**config.mk**
```make
export PLATFORM = sky130hd
export DESIGN_NAME = door_motor_controller
export DESIGN_NICKNAME = d
export VERILOG_FILES = /design/src/hdl/dmc_pkg.sv /design/src/hdl/dmc_timer.sv /design/src/hdl/dmc_fsm.sv /design/src/hdl/door_motor_controller.sv
export SDC_FILE = /design/constraint.sdc
export NUM_CORES = 1
export LEC_CHECK = 0
export ABC_AREA = 0
export BUFFER_PORTS_ARGS = -buffer_cell sky130_fd_sc_hd__buf_2
export CAP_MARGIN = 10
export CORE_MARGIN = 5
export CORE_UTILIZATION = 48
export DETAILED_ROUTE_END_ITERATION = 10
export PLACE_DENSITY = 0.67
export SLEW_MARGIN = 20
export SYNTH_ARGS = -nofsm -noshare
export SYNTH_HDL_FRONTEND = slang
export SYNTH_SLANG_ARGS = --single-unit
```
**constraint.sdc**
```tcl
create_clock -name clk -period 3.8 [get_ports clk]
set_input_delay 0.76 -clock clk [delete_from_list [all_inputs] [get_ports clk]]
set_output_delay 0.76 -clock clk [all_outputs]
set_load 0.02 [all_outputs]
```
**src/hdl/dmc_pkg.sv**
```systemverilog
// ----------------------------------------------------------------------------
// dmc_pkg
// Types and codes shared by the door motor controller modules.
// ----------------------------------------------------------------------------
package dmc_pkg;

  localparam int CFG_W     = 16;
  localparam int CFG_IDX_W = 2;

  typedef enum logic [CFG_IDX_W-1:0] {
    REG_START_TIMEOUT  = 2'd0,
    REG_TRAVEL_TIMEOUT = 2'd1
  } reg_index_t;

  localparam logic [CFG_W-1:0] START_TIMEOUT_RESET  = 16'd1;
  localparam logic [CFG_W-1:0] TRAVEL_TIMEOUT_RESET = 16'd10;

  typedef enum logic [1:0] {
    DRIVE_STOP  = 2'd0,
    DRIVE_OPEN  = 2'd1,
    DRIVE_CLOSE = 2'd2
  } motor_t;

  typedef enum logic [3:0] {
    MODE_OPEN           = 4'd0,
    MODE_OPENING_START  = 4'd1,
    MODE_OPENING_TRAVEL = 4'd2,
    MODE_CLOSED         = 4'd3,
    MODE_CLOSING_START  = 4'd4,
    MODE_CLOSING_TRAVEL = 4'd5,
    MODE_STOPPED_MID    = 4'd6,
    MODE_ERR_TO_OPEN    = 4'd7,
    MODE_ERR_TO_CLOSED  = 4'd8
  } mode_t;

  typedef struct packed {
    logic button_pin;
    logic open_pin;
    logic closed_pin;
    logic tick;
  } in_word_t;

  typedef struct packed {
    motor_t motor_cmd;
    logic   lamp_ok;
    logic   lamp_busy;
    logic   lamp_error;
    mode_t  door_state;
  } out_word_t;

  // Timer control from the state machine
  typedef struct packed {
    logic step;        // commit one sample
    logic tick;        // time unit elapsed before this sample
    logic start;       // reload and arm
    logic sel_travel;  // reload from travel timeout, else start timeout
  } timer_ctrl_t;

endpackage

```
**src/hdl/dmc_timer.sv**
```systemverilog
// ----------------------------------------------------------------------------
// dmc_timer
// One-shot timeout counter with a sticky expired flag.
// ----------------------------------------------------------------------------
module dmc_timer import dmc_pkg::*; #(
  parameter int TIMER_BITS = 16
) (
  input  logic             clk,
  input  logic             rst,
  input  timer_ctrl_t      ctrl,
  input  logic [CFG_W-1:0] start_timeout,
  input  logic [CFG_W-1:0] travel_timeout,
  output logic             expired_now
);

  logic [TIMER_BITS-1:0] time_left;
  logic [TIMER_BITS-1:0] time_left_next;
  logic                  timer_armed;
  logic                  timer_armed_next;
  logic                  timer_expired;
  logic                  timer_expired_next;
  logic [TIMER_BITS-1:0] ticked_left;
  logic                  ticked_armed;
  logic                  ticked_expired;
  logic [TIMER_BITS-1:0] load_val;

  assign load_val = ctrl.sel_travel ? TIMER_BITS'(travel_timeout)
                                    : TIMER_BITS'(start_timeout);

  // Apply the tick first; the state machine sees the result
  always_comb begin
    ticked_left    = time_left;
    ticked_armed   = timer_armed;
    ticked_expired = timer_expired;
    if (ctrl.tick && timer_armed) begin
      ticked_left = time_left - TIMER_BITS'(1);
      if (ticked_left == '0) begin
        ticked_expired = 1'b1;
        ticked_armed   = 1'b0;
      end
    end
  end

  assign expired_now = ticked_expired;

  always_comb begin
    time_left_next     = ticked_left;
    timer_armed_next   = ticked_armed;
    timer_expired_next = ticked_expired;
    if (ctrl.start) begin
      time_left_next     = load_val;
      timer_expired_next = (load_val == '0);
      timer_armed_next   = (load_val != '0);
    end
  end

  always_ff @(posedge clk) begin
    if (rst) begin
      time_left     <= '0;
      timer_armed   <= 1'b0;
      timer_expired <= 1'b0;
    end else if (ctrl.step) begin
      time_left     <= time_left_next;
      timer_armed   <= timer_armed_next;
      timer_expired <= timer_expired_next;
    end
  end

  // An armed timer never holds zero
  assert property (@(posedge clk) disable iff (rst)
    timer_armed |-> time_left != '0)
    else $error("armed timer holds zero");

  // Armed and expired exclude each other
  assert property (@(posedge clk) disable iff (rst)
    !(timer_armed && timer_expired))
    else $error("timer armed and expired at once");

endmodule

```
**src/hdl/dmc_fsm.sv**
```systemverilog
// ----------------------------------------------------------------------------
// dmc_fsm
// Door state machine: press detect, sensor and timeout priority, lamps.
// ----------------------------------------------------------------------------
module dmc_fsm import dmc_pkg::*; (
  input  logic        clk,
  input  logic        rst,
  input  logic        step,
  input  in_word_t    item,
  input  logic        expired_now,
  output timer_ctrl_t timer_ctrl,
  output out_word_t   result
);

  mode_t  door_mode;
  mode_t  door_mode_next;
  motor_t motor_drive;
  motor_t motor_drive_next;
  logic   button_last;
  logic   press;
  logic   at_open;
  logic   at_closed;
  logic   start;
  logic   sel_travel;

  assign press     = button_last && !item.button_pin;
  assign at_open   = !item.open_pin;
  assign at_closed = !item.closed_pin;

  // Next state: press beats sensors, sensors beat the timeout
  always_comb begin
    door_mode_next   = door_mode;
    motor_drive_next = motor_drive;
    start            = 1'b0;
    sel_travel       = 1'b0;
    unique case (door_mode)
      MODE_OPEN: begin
        if (press) begin
          motor_drive_next = DRIVE_CLOSE;
          start            = 1'b1;
          door_mode_next   = MODE_CLOSING_START;
        end
      end
      MODE_CLOSING_START: begin
        priority if (press) begin
          motor_drive_next = DRIVE_STOP;
          door_mode_next   = MODE_STOPPED_MID;
        end else if (at_closed) begin
          motor_drive_next = DRIVE_STOP;
          door_mode_next   = MODE_CLOSED;
        end else if (!at_open) begin
          start          = 1'b1;
          sel_travel     = 1'b1;
          door_mode_next = MODE_CLOSING_TRAVEL;
        end else if (expired_now) begin
          motor_drive_next = DRIVE_STOP;
          door_mode_next   = MODE_ERR_TO_OPEN;
        end
      end
      MODE_CLOSING_TRAVEL: begin
        priority if (press) begin
          motor_drive_next = DRIVE_STOP;
          door_mode_next   = MODE_STOPPED_MID;
        end else if (at_closed) begin
          motor_drive_next = DRIVE_STOP;
          door_mode_next   = MODE_CLOSED;
        end else if (expired_now) begin
          motor_drive_next = DRIVE_STOP;
          door_mode_next   = MODE_ERR_TO_OPEN;
        end
      end
      MODE_CLOSED: begin
        priority if (press) begin
          motor_drive_next = DRIVE_OPEN;
          start            = 1'b1;
          door_mode_next   = MODE_OPENING_START;
        end else if (!at_closed) begin
          door_mode_next = MODE_ERR_TO_OPEN;
        end
      end
      MODE_STOPPED_MID: begin
        if (press) begin
          motor_drive_next = DRIVE_OPEN;
          start            = 1'b1;
          door_mode_next   = MODE_OPENING_START;
        end
      end
      MODE_OPENING_START: begin
        priority if (press || at_open) begin
          motor_drive_next = DRIVE_STOP;
          door_mode_next   = MODE_OPEN;
        end else if (!at_closed) begin
          start          = 1'b1;
          sel_travel     = 1'b1;
          door_mode_next = MODE_OPENING_TRAVEL;
        end else if (expired_now) begin
          motor_drive_next = DRIVE_STOP;
          door_mode_next   = MODE_ERR_TO_CLOSED;
        end
      end
      MODE_OPENING_TRAVEL: begin
        priority if (press || at_open) begin
          motor_drive_next = DRIVE_STOP;
          door_mode_next   = MODE_OPEN;
        end else if (expired_now) begin
          motor_drive_next = DRIVE_STOP;
          door_mode_next   = MODE_ERR_TO_CLOSED;
        end
      end
      MODE_ERR_TO_OPEN: begin
        if (press) begin
          door_mode_next = MODE_OPEN;
        end
      end
      MODE_ERR_TO_CLOSED: begin
        if (press) begin
          door_mode_next = MODE_STOPPED_MID;
        end
      end
      default: begin
        motor_drive_next = DRIVE_STOP;
        door_mode_next   = MODE_OPEN;
      end
    endcase
  end

  // Outputs follow the state just entered
  always_comb begin
    result.motor_cmd  = motor_drive_next;
    result.door_state = door_mode_next;
    result.lamp_ok    = (door_mode_next == MODE_OPEN) || (door_mode_next == MODE_CLOSED) ||
                        (door_mode_next == MODE_STOPPED_MID);
    result.lamp_busy  = (door_mode_next == MODE_OPENING_START) ||
                        (door_mode_next == MODE_OPENING_TRAVEL) ||
                        (door_mode_next == MODE_CLOSING_START) ||
                        (door_mode_next == MODE_CLOSING_TRAVEL);
    result.lamp_error = (door_mode_next == MODE_ERR_TO_OPEN) ||
                        (door_mode_next == MODE_ERR_TO_CLOSED);
  end

  assign timer_ctrl.step       = step;
  assign timer_ctrl.tick       = item.tick;
  assign timer_ctrl.start      = start;
  assign timer_ctrl.sel_travel = sel_travel;

  always_ff @(posedge clk) begin
    if (rst) begin
      door_mode   <= MODE_OPEN;
      motor_drive <= DRIVE_STOP;
      button_last <= 1'b1;
    end else if (step) begin
      door_mode   <= door_mode_next;
      motor_drive <= motor_drive_next;
      button_last <= item.button_pin;
    end
  end

  // Motor runs only in the moving states
  assert property (@(posedge clk) disable iff (rst)
    (motor_drive != DRIVE_STOP) |->
      (door_mode == MODE_OPENING_START || door_mode == MODE_OPENING_TRAVEL ||
       door_mode == MODE_CLOSING_START || door_mode == MODE_CLOSING_TRAVEL))
    else $error("motor running outside a moving state");

  // Opening states drive open, closing states drive close
  assert property (@(posedge clk) disable iff (rst)
    (door_mode == MODE_OPENING_START || door_mode == MODE_OPENING_TRAVEL) |->
      motor_drive == DRIVE_OPEN)
    else $error("opening without open drive");

  assert property (@(posedge clk) disable iff (rst)
    (door_mode == MODE_CLOSING_START || door_mode == MODE_CLOSING_TRAVEL) |->
      motor_drive == DRIVE_CLOSE)
    else $error("closing without close drive");

endmodule

```
**src/hdl/door_motor_controller.sv**
```systemverilog
// ----------------------------------------------------------------------------
// door_motor_controller
// Nine-state door motor controller over debounced pin samples.
// ----------------------------------------------------------------------------
// Takes one pin sample word per cycle while the sink keeps out_ready high, and
// returns one result word per sample. A word passes an input register, then the
// state update and the timer, which are combinational, then a result register
// that drives out_valid. The sustained rate is one word per clock while
// out_ready stays high. Timeout registers are written
// over the cfg port, which is always ready; write them only while idle.
module door_motor_controller import dmc_pkg::*; #(
  parameter int TIMER_BITS = 16
) (
  input  logic                 clk,
  input  logic                 rst,
  input  logic                 in_valid,
  output logic                 in_ready,
  input  in_word_t             in_data,
  output logic                 out_valid,
  input  logic                 out_ready,
  output out_word_t            out_data,
  input  logic                 cfg_valid,
  output logic                 cfg_ready,
  input  logic [CFG_IDX_W-1:0] cfg_index,
  input  logic [CFG_W-1:0]     cfg_data
);

  logic             in_full;
  in_word_t         in_word;
  logic             out_full;
  out_word_t        out_word;
  logic             advance;
  logic [CFG_W-1:0] start_timeout;
  logic [CFG_W-1:0] travel_timeout;
  timer_ctrl_t      timer_ctrl;
  logic             expired_now;
  out_word_t        result;

  assign cfg_ready = 1'b1;
  assign advance   = in_full && (!out_full || out_ready);
  assign in_ready  = !in_full || advance;
  assign out_valid = out_full;
  assign out_data  = out_word;

  always_ff @(posedge clk) begin
    if (rst) begin
      start_timeout  <= START_TIMEOUT_RESET;
      travel_timeout <= TRAVEL_TIMEOUT_RESET;
    end else if (cfg_valid) begin
      unique case (cfg_index)
        REG_START_TIMEOUT:  start_timeout  <= cfg_data;
        REG_TRAVEL_TIMEOUT: travel_timeout <= cfg_data;
        default: ;
      endcase
    end
  end

  // Input register
  always_ff @(posedge clk) begin
    if (rst) begin
      in_full <= 1'b0;
    end else if (in_ready) begin
      in_full <= in_valid;
    end
  end

  always_ff @(posedge clk) begin
    if (in_valid && in_ready) begin
      in_word <= in_data;
    end
  end

  // Result register
  always_ff @(posedge clk) begin
    if (rst) begin
      out_full <= 1'b0;
    end else if (advance) begin
      out_full <= 1'b1;
    end else if (out_ready) begin
      out_full <= 1'b0;
    end
  end

  always_ff @(posedge clk) begin
    if (advance) begin
      out_word <= result;
    end
  end

  dmc_fsm u_fsm (
    .clk         (clk),
    .rst         (rst),
    .step        (advance),
    .item        (in_word),
    .expired_now (expired_now),
    .timer_ctrl  (timer_ctrl),
    .result      (result)
  );

  dmc_timer #(
    .TIMER_BITS (TIMER_BITS)
  ) u_timer (
    .clk            (clk),
    .rst            (rst),
    .ctrl           (timer_ctrl),
    .start_timeout  (start_timeout),
    .travel_timeout (travel_timeout),
    .expired_now    (expired_now)
  );

  // Exactly one lamp lit on every result word
  assert property (@(posedge clk) disable iff (rst)
    out_valid |-> $onehot({out_data.lamp_ok, out_data.lamp_busy, out_data.lamp_error}))
    else $error("lamps not one-hot");

  // Stall only when both registers are full and the sink holds off
  assert property (@(posedge clk) disable iff (rst)
    !in_ready |-> (in_full && out_full && !out_ready))
    else $error("input stalled without back pressure");

  // A word that advanced shows up as a result next cycle
  assert property (@(posedge clk) disable iff (rst)
    advance |=> out_valid)
    else $error("advanced word lost");

endmodule
```
==> implementation parameters <==
Parameter                              Value

Outcome
  Outcome    finished, final reports clean

Floorplanning
  Placeable core region    between 8000 and 9000 sq um
  Vert. Die Dim    between 100 and 150 microns
  Row Count    33
  X dimension of the die    approximately 100 microns
  Total Die Area    10200 sq um
  Count of pins on the block boundary    39
  Starting utilization of the core area    roughly half

STA
  Crit share post-route    roughly nine tenths
  Setup Skew    about 10 ps
  Max Clk Rate    about 300 MHz
  Min Clock Period, post-route    between 3000 and 4000 ps
  Unrepaired setup endpoints after global routing    false
  Max_slew headroom    between 50% and 60%
  Number of failing hold endpoints at the final stage    0
  Slew of the pin with the lowest slew margin    approximately 670 ps
  Max Slew Vio Count    0
  Setup Viol. Count Final    0
  Fin Setup TNS    0 ps

Worst setup path
  End of the worst register-to-register path    out_data[6]$_DFFE_PP_
  Path depth of the worst reg2reg path    9
  Maximum fanout encountered on the critical timing path    9
  Critical path type    reg2reg
  Required arrival time at the worst endpoint    about 3900 ps
  CP arrival    3470 ps
  Internal reg-to-reg setup slack    430 ps
  Kind of launch point of the worst setup path    flop
  Crit end category    flop
  Startpoint of the worst-slack reg-to-reg timing path    u_timer.time_left[0]$_SDFFE_PP0P_
  Sum of buffers and inverters on the critical path    1
  Crit. path cell count    9
  Worst path top cell family by delay    compound AO/OA/AOI/OAI gates
  Crit-path max cell delay    ~520 ps
  Worst-path cell with the longest stage delay    o41ai_4
  Crit-path cells    inv_1, ha_1, nor4b_4, a32oi_1, o21ba_4, o41ai_4, mux2i_1, a211oi_1, a211o_1

Detailed routing
  Detailed router's first-iteration violation count    about 210
  Total number of vias    ~3700
  Detailed-router iteration count before antenna repair    5
  Post-DRT Antenna Nets    0
  Final WL    about 10 mm
  Wire length per cell    between 15 and 20 microns
  Vias per cell    approximately 5.7
  Drc violations    0

Hold path
  Hold Path Cell Cnt    2
  Terminating pin of the worst hold path    travel_timeout[15]$_SDFFE_PP0P_
  Worst hold path type    reg2reg
  Start point of the worst hold path    travel_timeout[15]$_SDFFE_PP0P_

GRT
  Met2 Resource Use GR    28.8%
  Total congestion overflow    0
  Met1 GRT Util    28.8%
  Maximum number of pins on one net before global-route repair    60
  Antenna violations before repair    0
  First-pass GRT wire length    ~16 mm
  Global routing met3 resource utilization    ~4.4%
  Layer with the highest usage    met1
  Vias in the first global route    approximately 3300
  Global-route usage over all layers    about a fifth

Pwr
  Total power after layout    around 1.9 mW
  Lkg Pwr    between 1.5 and 2 nW
  Pwr/cell area    432 nW/um^2
  Worst IR Drop VDD    roughly 0.31 mV

Cells and area
  Ratio of cells with drive above 1 in the final layout    approximately 14%
  Number of cells in the finished layout apart from fillers    646
  Register area    roughly 1600 sq um
  Layout filler cell count    about 770
  Cell area after layout    around 4400 sq um
  Antenna Diode Count    0
  Footprint of the multi-input gates    approximately 2200 sq um
  Total number of nets in the final design    about 570
  Post-Route Utilization    54.2%
  Layout-stage area growth over the synthesis result    11.2%

Synth
  Synth warn    0
  Multiplexer fraction of the synthesized cell area    less than 1%
  Dominant synthesized flop cell    dfxtp_1
  Largest family of logic cells by synthesized area    simple AND/OR/NAND/NOR gates
  Cells after synthesis    between 500 and 600
  Basic-gate share of the synthesized area counting and, or, nand and nor cells    a little under a third
  Syn_area_per_cell    ~7.6 sq um
  Area leader, netlist    dfxtp_1
  Post-synth top area share    between 20 and 30%
  Xor/xnor share of the synthesized area    approximately 1.3%
  Synth top area cells    dfxtp_1, nand2_1, edfxtp_1
  Share of async-settable or async-resettable flops after synthesis    0%
  Most instantiated library cell after synthesis    nand2_1
  Syn Nets    550
  Flops & latches, synth    a little over 70
  Post-synthesis sequential area ratio    39.7%
  Compound-Gate Fraction of Synth Area    a little over a fifth
  Adder and majority cell fraction of the synthesized area    0.632%
  Number of distinct standard cells referenced by the synthesized netlist    63
  Most common library cells after synthesis    nand2_1, a21oi_1, dfxtp_1
  Number of flops mapped to enable cells by yosys    13
  Cell Area, Synth    roughly 4000 sq um

Flow run
  Number of max-cap violations    0

Clock tree
  Clock tree buffer depth    2
  Cell chosen for the clock root    clkbuf_8
  Maximum level of the CTS H-tree    3
  Number of buffers created by CTS    9
  TritonCTS clock tree    done
  Number of hold buffers added after cts    0
  Setup repair bufs after CTS    0
  Count of cells resized by post-cts repair    0
  Clock Latency Late Sink    350 ps
  Clock Sinks    72
  Clock slew at reported path FFs    80 ps

Place
  Post-detailed-placement half-perimeter wirelength    around 6.9 mm
  Placer congestion estimate    0.868
  Number of cells after detailed placement    629
  Placement Cell Area    4170 sq um
  Port Buffer Count    37
==> logic make-up after synthesis <==
kind of cell,Yosys count
buf+inv,47
xor+xnor,6
fa+ha+maj,2
mux,3
flops,72
simple gates,250
other cells,1
compound gates,140
==> power by group <==
| group | leakage (nW) | total [mW] | switching [mW] | internal, mW |
|---|---|---|---|---|
| registers | 0.604 | 0.858 | 0.0433 | 0.815 |
| logic | 0.937 | 0.379 | 0.228 | 0.151 |
| clock network | 0.113 | 0.666 | 0.295 | 0.370 |
| total | 1.65 | 1.90 | 0.567 | 1.34 |
==> how the worst max path moves through the flow <==
stage | startpoint | to | slack, ps
2_1_floorplan | u_timer.time_left[0]$_SDFFE_PP0P_ | out_data[6]$_DFFE_PP_ | 910
3_3_place_gp | u_timer.time_left[0]$_SDFFE_PP0P_ | out_data[6]$_DFFE_PP_ | 610
3_5_place_dp | u_timer.time_left[0]$_SDFFE_PP0P_ | out_data[6]$_DFFE_PP_ | 510
4_1_cts | u_timer.time_left[0]$_SDFFE_PP0P_ | out_data[6]$_DFFE_PP_ | 470
5_1_grt | u_timer.time_left[0]$_SDFFE_PP0P_ | out_data[6]$_DFFE_PP_ | 230
6_report | u_timer.time_left[0]$_SDFFE_PP0P_ | out_data[6]$_DFFE_PP_ | 430
==> per-layer routing <==
metal / vias up / part of all wire (%)
met5: - / 0
met4: 0 / 2.0
met3: 17 / 5.1
met2: 120 / 43
met1: 1677 / 49
li1: 1871 / -
==> worst min-delay path, delay by kind of cell (launching register included) <==
| kind | cells | cell delay, ps |
|---|---|---|
| flip-flops | 1 | 310 |
| AO/OA/AOI/OAI | 1 | 50 |
| AND/OR/NAND/NOR | 1 | 50 |
==> layout by cell type (no fill, tap or decap), drive strengths merged, types with 6 or more instances in the layout <==
cell	instances
a31oi	7
clkbuf	9
o21ai	31
nor2b	6
a21oi	68
nor3b	6
nand2b	6
dfxtp	59
nand3	11
nor2	32
buf	44
nand2	120
nor3	19
inv	7
nor4	17
edfxtp	13
==> stage by stage <==
stage / hold slack (ps) / worst slack [ps]
2_1_floorplan: 436 / 914
3_3_place_gp: 445 / 608
3_5_place_dp: 447 / 512
4_1_cts: 457 / 469
5_1_grt: 487 / 234
6_report: 456 / 429
==> state kept, by name, indices dropped and copies added, names as in the netlist <==
| signal | flops |
|---|---|
| u_fsm.door_mode | 4 |
| out_data | 9 |
| in_full | 1 |
| u_timer.time_left | 16 |
| travel_timeout | 16 |
| u_fsm.button_last | 1 |
| u_fsm.motor_drive | 2 |
| u_timer.timer_armed | 1 |
| out_valid | 1 |
| in_word | 4 |
| start_timeout | 16 |
| u_timer.timer_expired | 1 |
==> area by class of cell <==
type                       instances  share of cell area, %
clock buffer                       9                   2.81
clock inverter                     7                   2.19
inverter                           7                  0.596
multi-input combinational        402                   50.1
sequential                        72                   35.7
tap                              105                   2.98
timing repair buffer              44                   5.68
(Power assumes the default switching activity.)
